$ cat src/rtl/npcm_pkg.sv
`timescale 1ns / 1ps
`default_nettype none

package npcm_pkg;

    // Field widths
    localparam int CHAN_W      = 8;
    localparam int IDX_OUT_W   = 8;
    localparam int SQ_W        = 2 * CHAN_W;
    localparam int DIST_W      = 18;
    localparam int CFG_W       = 9;
    localparam int IN_TDATA_W  = 32;
    localparam int OUT_TDATA_W = 32;

    // Item kinds carried on tuser
    localparam logic OP_LOAD  = 1'b0;
    localparam logic OP_MATCH = 1'b1;

    // One RGB color or palette entry
    typedef struct packed {
        logic [CHAN_W-1:0] red;
        logic [CHAN_W-1:0] green;
        logic [CHAN_W-1:0] blue;
    } t_rgb;

    // Per-channel squared differences
    typedef struct packed {
        logic [SQ_W-1:0] sq_red;
        logic [SQ_W-1:0] sq_green;
        logic [SQ_W-1:0] sq_blue;
    } t_sq;

    // Sequencer states
    typedef enum logic [1:0] {
        ST_IDLE,
        ST_SCAN,
        ST_DONE
    } t_state;

endpackage

`default_nettype wire

$ cat src/rtl/npcm_dist.sv
`timescale 1ns / 1ps
`default_nettype none

module npcm_dist #(
    parameter int IDX_W = 8
) (
    input  wire                  i_clk,
    input  wire                  i_rst_n,
    input  wire                  i_vld,
    input  wire [IDX_W-1:0]      i_idx,
    input  npcm_pkg::t_rgb       i_color,
    input  npcm_pkg::t_rgb       i_entry,
    output logic                 o_vld,
    output logic [IDX_W-1:0]     o_idx,
    output npcm_pkg::t_sq        o_sq
);
    import npcm_pkg::*;

    logic [CHAN_W-1:0] d_red;
    logic [CHAN_W-1:0] d_green;
    logic [CHAN_W-1:0] d_blue;

    // Take absolute channel differences
    always_comb begin
        d_red   = (i_color.red > i_entry.red) ? (i_color.red - i_entry.red)
                                              : (i_entry.red - i_color.red);
        d_green = (i_color.green > i_entry.green) ? (i_color.green - i_entry.green)
                                                  : (i_entry.green - i_color.green);
        d_blue  = (i_color.blue > i_entry.blue) ? (i_color.blue - i_entry.blue)
                                                : (i_entry.blue - i_color.blue);
    end

    // Track which stage holds a live item
    always_ff @(posedge i_clk) begin
        if (!i_rst_n) begin
            o_vld <= 1'b0;
        end else begin
            o_vld <= i_vld;
        end
    end

    // Register squares and the entry tag
    always_ff @(posedge i_clk) begin
        o_idx           <= i_idx;
        o_sq.sq_red     <= SQ_W'(d_red * d_red);
        o_sq.sq_green   <= SQ_W'(d_green * d_green);
        o_sq.sq_blue    <= SQ_W'(d_blue * d_blue);
    end

endmodule

`default_nettype wire

$ cat config.mk
export PLATFORM = sky130hd
export DESIGN_NAME = npcm_dist
export DESIGN_NICKNAME = d
export VERILOG_FILES = /design/src/rtl/npcm_pkg.sv /design/src/rtl/npcm_dist.sv
export SDC_FILE = /design/constraint.sdc
export NUM_CORES = 1
export LEC_CHECK = 0
export BUFFER_PORTS_ARGS = -buffer_cell sky130_fd_sc_hd__buf_2
export CORE_MARGIN = 1
export CORE_UTILIZATION = 48
export CTS_CLUSTER_DIAMETER = 80
export DETAILED_ROUTE_END_ITERATION = 16
export GPL_TIMING_DRIVEN = 0
export PLACE_DENSITY = 0.69
export RECOVER_POWER = 25
export SLEW_MARGIN = 20
export SYNTH_ARGS = -nofsm -noshare
export SYNTH_HDL_FRONTEND = slang
export SYNTH_SLANG_ARGS = --single-unit
$ cat constraint.sdc
create_clock -name i_clk -period 8.33 [get_ports i_clk]
set_input_delay 0.4165 -clock i_clk [delete_from_list [all_inputs] [get_ports i_clk]]
set_output_delay 0.4165 -clock i_clk [all_outputs]
set_load 0.02 [all_outputs]
* Word level (Yosys, flattened, before mapping)
Cells that the tools add are included.
** Word-level totals
- Input bits :: 59
- Flip-flop bits (word level) :: 57
- Output and inout bits :: 57
- Word-level logic and storage cells :: 20
** Operators by class
- Order comparisons :: 3
- Add/sub/neg operators :: 6
- $mul :: 3
- Multiplexer cells :: 3
** Operators with widths (count)
- 8-bit by 8-bit multiplier with 16-bit output :: 3
- 8-bit subtractor :: 6
- 8-bit greater-than comparator :: 3
- 8-bit two-way mux :: 3

* Longest topological paths before layout
Gate-level depths: netlist of the first run.
- Depth in word-level cells :: 3
- Mapped depth :: 28
- Depth with buffers taken out :: 28

* Least setup slack after synthesis of the first run
No wires, ideal clock.
- Path kind :: in2reg
- Start :: in i_color[8] in the netlist's numbering
- End :: reg o_sq[30] in the netlist's numbering
- Path buffers :: 0
- Arrival time :: 6.227 ns
- Required time :: 8.258 ns
- Cell stages on the path :: 24
- Slack :: 2.031 ns
- Library setup time :: 0.072 ns
- Path through :: inv_1 > ha_1 > inv_1 > fa_1 > a211oi_1 > nor3_2 > o21ai_4 > mux2i_1 > xor2_2 > or2_2 > inv_1 > fa_1 > fa_1 > inv_1 > fa_1 > fa_1 > inv_1 > ha_1 > a21o_1 > a221o_1 > a311oi_1 > o21bai_1 > a21oi_1 > xnor2_1
** On the way
- Longest elaborated chain between the ends :: 3
- Elaborated cells on any way between the ends :: 5
- Those cells by class :: add/sub: 2; mul: 1; order compare: 1; mux: 1
** RTL lines
- start: declaration :: line npcm_dist.sv:11 : input npcm_pkg::t_rgb i_color,
- 8-bit subtractor (tied with other cells) :: line npcm_dist.sv:28 : : (i_entry.green - i_color.green);
- 8-bit two-way mux (*) :: line npcm_dist.sv:27 : d_green = (i_color.green > i_entry.green) ? (i_color.green - i_entry.green)
- 8-bit by 8-bit multiplier with 16-bit output (*) :: line npcm_dist.sv:46 : o_sq.sq_green <= SQ_W'(d_green * d_green);
- end: declaration :: line npcm_dist.sv:15 : output npcm_pkg::t_sq o_sq
Mark *: on every way between the ends. The rest lies on a longest branch, timed or not.
A chain may end at the register's enable or synchronous reset.

* Worst setup path in the final report of the first run
Same ends and word-level chain as after synthesis.

==> summary by stage, run 1 <==
Setup path
The worst setup path is captured at a flop. The cell with the biggest individual delay on the critical path is fa_1. The largest fanout of any net on the critical path is 10.

The instance count on the critical path is 26. The critical setup path kind is in2reg. STA classifies the critical path startpoint as a primary input. At the worst endpoint, the arrival time is between 7 and 8 ns. The total buffers and inverters traversed by the critical path is 6. In this design, the stage delay of the slowest critical-path cell is 0.54 ns. The kind of cell with the highest combined delay along the critical path is adder cells. The required time of the critical path is 8.57 ns.

CTS
The post-cts sizing count is 0. The number of clock sinks is between 50 and 60. The setup fix buffers added after clock tree synthesis is 0. The TritonCTS clock tree is yes. The root cell of the clock tree is clkbuf_16. The clock tree synthesis step divided the H-tree into 2 levels. After clock tree synthesis, the flow added hold-fix buffers numbering 0. Clock-pin slew was measured on the worst setup and hold paths at 0.08 ns.

The deepest clock path buffer count is 2. The total clock buffers created by CTS is 5.

Timing
The worst path needs about 6.8 ns of the cycle, external delays included. Dividing the final minimum period by the clock period gives ~81%. Across all hold checks on the routed design, the worst slack comes to 0.2064 ns. Setup violations remaining at the end of the flow were counted as 0. The final hold violation count is 0.

The setup total negative slack is 0 ns. The total count of max-transition violations in the final report is 0. Measured against its own limit, the worst slew margin works out to 39.17%.

Setup repair after global routing left no endpoint under its margin. The slew at the pin with the worst max-slew slack is between 0.9 and 1 ns. The top achievable clock speed is roughly 0.15 GHz.

Synth
The number of synthesized flops with an enable pin is 0. By area the synthesized netlist is led by ha_1 (20%), fa_1 (19%), dfxtp_1 (13%). The number of distinct library cells after synthesis is 80.

The synthesized netlist devotes 39.10% of its cell area to adder and majority cells. The share of cell area taken by muxes after synthesis is roughly 2.1%. The synthesized design contains 54 register bits.

The largest area contributor in the netlist is ha_1. For this run, asynchronously set or reset flops after synthesis account for 0%. Of the total synthesized cell area, the portion taken by AND, OR, NAND and NOR gates is a little over an eighth.

The sequential share of the synthesized area is 13.02%. The largest family of logic cells by synthesized area is adder cells. The total number of yosys warnings is 0. The synthesized area per cell is 8.802 µm². Summed over its instances, the top area cell type makes up between 20% and 30% of the synthesized netlist area. Synthesis produced 943 cells. The xor-xnor portion of the synthesized cell area is 7.281%. The dominant register cell in the synthesized netlist is dfxtp_1. The compound-gate portion of the synthesized area is 15.06%. The synthesized netlist occupies a cell area of 8300 µm².

Layout
From synthesis to final layout, the design area changed by 11.58%. The top cell types in the final layout, fill and taps aside, are inv_1 (181), ha_1 (133), buf_2 (102). The library cell used most frequently in the layout, excluding fill and tap cells, is inv_1.

The net count of the finished layout is 1335. The antenna cell count is 0. The layout cell share with drive strength beyond 1 is 16.17%.

Place
The routability congestion estimate from global placement is slightly below 0.9. Detailed placement ended at an HPWL of 13.55 mm. The count of port buffers added during placement is 112.

GRT
In the global route stage, overall resource usage came out at 18.72%. The total overflow left after global routing is 0. The via count of the first global-routing pass was 6338.

The number of antenna violations at the first check in global routing is 0. The global-route wire length before repair is 27.72 mm. Entering global routing, the biggest net connects 17 pins.

Floorplanning
The row count is 47. The die area is 17820 µm². The horizontal extent of the die is between 100 and 150 µm. The initial core utilization is about 50%.

From bottom edge to top edge, the die measures 133.5 µm. The floorplan core area is about 17000 µm². 116 I/O pins were placed.

Drt
Before antenna repair, the detailed router went through 4 iterations. The vias after detailed routing is 6437. After detailed routing, the number of remaining DRC violations is 0.

The number of nets still failing antenna checks after routing is 0. The average via count per standard cell is between 5 and 6. The detailed router finished its first iteration with between 200 and 250 violations. Dividing the detail-routed wire length by the instance count gives 12.29 µm. The total length of routed wires is 15.78 mm.

Flow run
Max-cap violations in this run came to 0.

Status
The flow ran to the end, and the final reports show no timing, DRC or antenna violations.

Hold path
In this run the worst hold path is classified as in2reg. Along the worst hold path, the cell count comes to 1.
-- state kept, by name (all words and copies together) (netlist names) --
| name | count |
|---|---|
| o_vld | 1 |
| o_sq | 45 |
| o_idx | 8 |
-- through the flow --
step	cell area (µm²)	setup slack (ns)	cells	utilization (%)
6_report	9261	1.544	1284	55.26
5_1_grt	9261	1.047	1284	55.26
4_1_cts	9284	1.442	1284	55.39
3_5_place_dp	9144	1.160	1277	54.56
3_3_place_gp	9144	1.192	1277	54.56
2_1_floorplan	8308	2.031	945	-
-- kinds of logic after synthesis --
logic type | after synthesis
AOI/OAI and AO/OA | 176
DFF | 54
buffers and inverters | 206
muxes | 16
adders and majority gates | 212
other | 1
and+or+nand+nor | 215
xor gates and xnor gates | 63
-- metal layers --
layer / share of wire [%] / track usage (%) / vias up
li1: - / - / 3306
met1: 49 / 25.24 / 2992
met2: 46 / 31.83 / 129
met3: 3.9 / 2.511 / 10
met4: 1.0 / 4.104 / 0
met5: 0 / 0 / -
-- Yosys cell counts (all sizes together), types with 10 or more instances --
| master | count |
|---|---|
| inv | 184 |
| ha | 133 |
| nor2 | 89 |
| fa | 79 |
| dfxtp | 54 |
| a21oi | 50 |
| xnor2 | 44 |
| o21ai | 30 |
| nand2 | 27 |
| a21o | 23 |
| nand2b | 19 |
| xor2 | 19 |
| or2 | 18 |
| buf | 17 |
| mux2i | 16 |
| nor3 | 15 |
| o21a | 14 |
| a211oi | 12 |
| o21bai | 10 |
-- area by class of cell --
type,instances,area (µm²)
repair buffers,112,540.5
clock buffers,5,125.1
flip-flops and latches,54,1081
inverters,184,690.7
clock inverters,2,15.01
plain buffers,22,140.1
well taps,220,275.3
fillers,1586,7498
multi-input cells,685,6394
-- path summary, 6_finish.rpt --
check | from | to
max | i_color[8] | o_sq[30]$_DFF_P_
min | i_idx[7] | o_idx[7]$_DFF_P_
Power of run 1 is left out: the tool's default activity adds up to more than one toggle a clock period on the data nets, which glitch-free logic cannot reach.
==> run 2: changes to the inputs <==
- PLACE_DENSITY: 0.69 -> 0.71
- clock period: 8.33 -> 5.95 ns (I/O delays scaled with it)
==> run 2 against run 1 <==
Compared with the run above:
- die area did not move
- flip-flop and latch count unchanged
- utilization grew 7.0 points
- first-iteration DRC count rose by 15%
==> summary by stage, run 2 (synthesized netlist as in run 1, its figures left out) <==
Place
The count of port buffers added during placement is 112. The HPWL after detailed placement is 13.70 mm. The routability congestion estimate from global placement is between 0.8 and 0.9.

GRT
The pin count of the biggest net entering global routing is 18. For this run, the total global-route usage over all layers was measured as approximately 20%. Summed over all layers, the global routing overflow is 0.

The via count of the first global-routing pass was ~6400. The global-route wire length before repair is 28.84 mm. The number of antenna violations at the first check in global routing is 0.

Floorplanning
After floorplanning, the core was divided into 47 placement rows. The floorplan step set the die width to 133.5 µm. Once the floorplan was initialized, standard cells occupied 49.53% of the core. The floorplan step set the die height to roughly 130 µm.

The floorplan core area is 16760 µm². During I/O placement, the number of pins put on the boundary was about 120. The die covers 17820 µm².

Hold path
The tightest min-delay check is of the in2reg type. The startpoint identified for the worst hold timing path is i_idx[0].

Setup path
The largest stage delay on the critical path is 0.58 ns. For this design, the slowest cell found on the critical path is fa_1. The required time of the critical path is between 6 and 7 ns. The most critical setup path has its endpoint at o_sq[28]$_DFF_P_.

In this run the worst setup path begins at i_color[8]. The critical setup path kind is in2reg. For the worst setup path, the data arrival time is 6.04 ns. The critical path launch point type is a primary input. The largest fanout of any net on the critical path is 8.

The worst setup path is captured at a flop.

CTS
The clock edge transition at the registers on the reported setup and hold paths is 0.08 ns. The number of H-tree levels is 2. TritonCTS built the clock tree. The root cell of the clock tree is clkbuf_16.

The clock drives 54 sinks. The deepest clock path buffer count is 2. The total clock buffers created by CTS is 5.

Layout
In the layout the commonest cells are inv_1 (167), buf_2 (117), ha_1 (117). The most common cell after layout, fill and taps aside is inv_1. The layout cell share with drive strength beyond 1 is 30.80%. Registers take 1081 µm². The largest registers in the layout are o_sq (45), o_idx (8), o_vld (1). The number of nets in the final layout is 1390. The flip-flop count of the largest register after layout is 45. The register with the most flip-flops is o_sq. The count of filler cells inserted in the layout is 1423. Compared with the post-synthesis result, the final layout area differs by 25.70%. The antenna cell count is 0. In the final layout, the multi-input gates occupy 7044 µm².

Timing
Setup violations remaining at the end of the flow were counted as 0. The worst-case hold slack is 0.08981 ns. The ratio of final minimum period to clock period is a little over nine tenths. The final hold violation count is 0. The slew at the pin with the worst max-slew slack is 0.5186 ns. The worst slew margin relative to its limit is 65.43%. The top achievable clock speed is around 0.17 GHz. The total count of max-transition violations in the final report was 0. The post-route minimum period is 5.802 ns.

Drt
The wire length per cell is 13.17 µm. In the routed design, unresolved DRC markers number 0. The total length of routed wires is roughly 18 mm. The average via count per standard cell is 5.097. The count of nets left with antenna violations once routing finished came out at 0. The detailed router placed ~7000 vias in this run. The number of optimization iterations in the first detailed-route pass is 4. In this run, the number of DRC markers left after iteration 0 of detailed routing was 247.

Flow run
The number of max-capacitance violations reported is 0.

Status
The flow ran to the end, and the final reports show no timing, DRC or antenna violations.
[run 2: cell count changes in the layout (fill, tap and decap cells not counted), moves of 12 or more]
cell / before / now
ha_1: 133 / 117
buf_4: 5 / 59
inv_1: 181 / 167
inv_2: 3 / 15
clkbuf_1: 22 / 2
buf_2: 102 / 117
[run 2: layer usage]
metal / share of wire, % / vias to the layer above / global-route usage, %
li1: - / 3420 / -
met1: 47 / 3266 / 26.94
met2: 49 / 130 / 33.65
met3: 3.1 / 14 / 1.941
met4: 1.1 / 0 / 4.293
met5: 0 / - / 0
[run 2: cell type report]
class	count	area share, %
sequential	54	10.36
multi-input combinational	685	67.51
clock buffer	6	1.331
buffer	20	1.403
clock inverter	2	0.1559
inverter	184	6.667
tap	220	2.638
timing repair buffer	169	9.929
[run 2: stage by stage]
stage	instance area, µm²	setup slack (ns)	util [%]	std cells	setup TNS, ns
after floorplan	8338	0.00005018	-	945	0
after global placement	9174	-0.7602	54.74	1277	-7.313
after detailed placement	9174	-0.8380	54.74	1277	-8.056
after CTS	9689	0.002666	57.81	1304	0
after global routing	10430	-0.05831	62.25	1340	-0.1732
final	10430	0.1477	62.25	1340	0
[run 2: timing repair]
action                                  4_1_cts  5_1_grt
endpoints found under the setup margin       13       13
cloned                                        0        1
hold buffers                                  0        0
resized for setup                            39      104
buffers inserted                             20       38
pin swaps                                    25       75
[run 2: critical path: cells and delay by family]
kind                     cells  cell delay [ns]
AO/OA/AOI/OAI                5             1.16
AND/OR/NAND/NOR              4             0.67
buffers and inverters        8             0.58
multiplexers                 1             0.27
XOR/XNOR                     2             0.24
adder cells (fa/ha/maj)      7             2.81
[run 2: worst min-delay path by stage]
stage | slack [ns] | cells after the start | endpoint
3_5_place_dp | 0.40 | 1 | o_idx[1]$_DFF_P_
6_report | 0.09 | 1 | o_idx[0]$_DFF_P_
2_1_floorplan | 0.33 | 0 | o_idx[0]$_DFF_P_
3_3_place_gp | 0.40 | 1 | o_idx[3]$_DFF_P_
5_1_grt | 0.08 | 1 | o_idx[0]$_DFF_P_
4_1_cts | 0.08 | 1 | o_idx[0]$_DFF_P_
Power of run 2 is left out for the same reason.
==> run 3: changes to the inputs <==
- ABC_AREA: not set -> 1
- CORE_MARGIN: 1 -> not set
==> run 3 against run 2 <==
Compared with the run above:
- flip-flop and latch count unchanged
- critical path type unchanged
- area after synthesis is 1.4% higher
- die area up 1.4%
==> summary by stage, run 3 <==
Status
The run finished with clean final reports.

CTS
The number of H-tree levels is 2. The root cell of the clock tree is clkbuf_16. The TritonCTS clock tree is yes. Buffers inserted to repair hold after CTS numbered 0. The number of clock sinks is 54. Clock-pin slew was measured on the worst setup and hold paths at 0.08 ns. The number of clock buffers added by TritonCTS is 5.

No sink is reached through more buffers than the 2 on the longest clock path.

Drt
After detailed routing, the number of vias per cell comes to 4.769. Once detail routing completed, the nets flagged for antenna violations numbered 0. The total DRC errors in the routed layout is 0. The pre-antenna-repair detailed-routing pass consisted of 5 iterations. The final route contains just under 7000 vias. Dividing the detail-routed wire length by the instance count gives between 10 and 15 µm. The initial DRC count is 234.

Wires add up to around 16 mm.

Timing
The post-route minimum period is 5.496 ns. The number of setup violations in the final report is 0. Setup repair after global routing left no endpoint under its margin. The setup total negative slack is 0 ns. The final critical path takes up between 90% and 100% of the cycle. Static timing analysis puts the maximum clock frequency at 0.1820 GHz. The total count of max-transition violations in the final report is 0. The final hold violation count is 0.

GRT
The global-route wire length before repair is 28.72 mm. The global router's overall resource usage is 19.29%. The via count of the first global-routing pass is between 6000 and 7000. The pin count of the biggest net entering global routing is 17.

The number of antenna violations at the first check in global routing was 0. The total congestion overflow is 0.

Floorplanning
The floorplan step defined a die boundary enclosing 18070 µm². The vertical die dimension is 134.4 µm. The core region is 17240 µm².

In this run the horizontal extent of the chip is 134.4 µm. The row count is 48. The number of top-level pins is between 100 and 150.

Once the floorplan was initialized, standard cells occupied 48.84% of the core.

Synth
The area of the mapped netlist is 8418 µm². In this run, distinct cell masters in the synthesized netlist total 40. By count the netlist is led by inv_1 (240), nand2_1 (206), ha_1 (133), nor2_1 (93), fa_1 (79). In the synthesized netlist, the number of instances is around 1100. For this run, the register share of the synthesized area comes to 12.84%. Yosys attributes the largest share of cell area to ha_1 (20%), fa_1 (19%), dfxtp_1 (13%). Yosys printed 0 warnings. In the post-synthesis netlist, the cell with the most instances is inv_1. The dominant register cell in the synthesized netlist is dfxtp_1. The number of synthesized flops with an enable pin is 0. A synthesized cell averages between 7 and 8 µm².

The register bit total from synthesis is 54. The top cell type by area accounts for roughly 20% of the synthesized area. The async set-reset flop share out of synthesis is 0%. The largest total area in the synthesized netlist belongs to ha_1.

Layout
The area added between synthesis and finish is 11.47%. The library cell used most frequently in the layout, excluding fill and tap cells, is inv_1. The antenna cell count is 0.

After the last flow step, the layout net total stands at 1505. The combined area of the multi-input logic cells is 6295 µm². The flip-flop count of the largest register after layout is 45. Measured on the finished design, the core utilization comes to between 50% and 60%. The layout cell share with drive strength beyond 1 is 14.67%. The library cells used most frequently in the layout, excluding fill and tap cells, are inv_1 (240), nand2_1 (206), ha_1 (133). The layout has roughly 1700 filler cells. The register with the most flip-flops is o_sq.

The area of all sequential standard cells is roughly 1100 µm². In the final layout, the registers with the most flip-flops are o_sq (45), o_idx (8), o_vld (1).

Setup path
The kind of end point of the critical path is a flop. In this run the worst setup path terminates at o_sq[28]$_DFF_P_. At the worst endpoint, the required time is 6.14 ns. The critical path is of the in2reg type. STA classifies the critical path startpoint as a primary input. The timing startpoint of the critical path is i_color[8].

Data on the critical path arrives at its endpoint at roughly 5.7 ns. Of all nets on the critical path, the largest fanout is 8.

Place
At the end of routability-driven placement, the weighted congestion stood at roughly 0.84. The count of buffers added on input and output ports is 112. The HPWL after detailed placement is about 14 mm.

Hold path
The tightest min-delay check is of the in2reg type.

Flow run
Across the run, the number of max-cap violations was 0.
run 3: changes by cell type after synthesis, sizes merged, moves of 15 or more:
cell	delta
mux2i	-16
nand2	+213
nand3	+34
a21o	-19
xor2	+18
inv	+68
nor2	+15
or2	-17
nand2b	-19
run 3: how the worst min path moves through the flow:
stage	end	cells after the start	start	slack, ns
final	o_idx[2]$_DFF_P_	1	i_idx[2]	0.09
after floorplan	o_idx[0]$_DFF_P_	0	i_idx[0]	0.33
after detailed placement	o_idx[2]$_DFF_P_	1	i_idx[2]	0.40
after CTS	o_idx[2]$_DFF_P_	1	i_idx[2]	0.07
after global routing	o_idx[2]$_DFF_P_	1	i_idx[2]	0.07
after global placement	o_idx[0]$_DFF_P_	1	i_idx[0]	0.40
run 3: through the flow:
stage / worst slack, ns / instances / hold WS, ns / area, µm²
6_report: 0.4541 / 1459 / 0.08674 / 9384
5_1_grt: 0.05893 / 1459 / 0.07049 / 9384
4_1_cts: 0.4349 / 1459 / 0.07434 / 9407
3_5_place_dp: 0.1263 / 1452 / 0.4020 / 9268
3_3_place_gp: 0.1554 / 1452 / 0.4004 / 9268
2_1_floorplan: 0.7062 / 1115 / 0.3252 / 8426
run 3: layer usage:
layer | vias up | routed length [µm] | GRT usage [%]
met2 | 127 | 7523 | 33.36
li1 | 3639 | - | -
met4 | 0 | 308 | 5.493
met1 | 3168 | 7652 | 25.00
met5 | - | 0 | 0
met3 | 24 | 577 | 2.683
run 3: critical path, stage by stage:
cell      delay, ns
clkbuf_1       0.09
inv_1          0.05
ha_1           0.18
inv_1          0.06
fa_1           0.40
nand3_1        0.09
nand3_1        0.12
nand2_1        0.10
nand2_1        0.08
nand2_2        0.15
inv_2          0.10
nand2_1        0.08
nand2_2        0.11
inv_1          0.13
nand3_1        0.10
fa_1           0.52
inv_1          0.07
fa_1           0.51
fa_1           0.55
inv_1          0.05
fa_1           0.53
inv_1          0.05
ha_1           0.35
a21oi_1        0.16
o21ai_0        0.09
a21oi_1        0.34
o21ai_0        0.16
xor2_1         0.16
run 3: area by class of cell:
type	count	share of cell area, %
multi-input cells	794	67.08
plain buffers	15	1.053
inverters	252	10.13
clock inverters	2	0.1467
well taps	225	3.000
clock buffers	5	1.333
flip-flops and latches	54	11.52
repair buffers	112	5.733
run 3: timing repair:
| action | CTS | global route |
|---|---|---|
| gates resized for setup | 0 | 1 |
| hold endpoints to repair | 0 | 0 |
| setup buffers | 0 | 0 |
| endpoints found under the setup margin | 0 | 2 |
run 3: cell families after synthesis:
logic type               Yosys count  share of synthesized area (%)
flip-flops                        54                          12.84
adder cells (fa/ha/maj)          212                          38.56
XOR/XNOR                          68                          7.075
buffers and inverters            267                          12.47
other                              1                        0.04455
AO/OA/AOI/OAI                    106                          7.120
AND/OR/NAND/NOR                  405                          21.89
Power of run 3 is left out for the same reason.
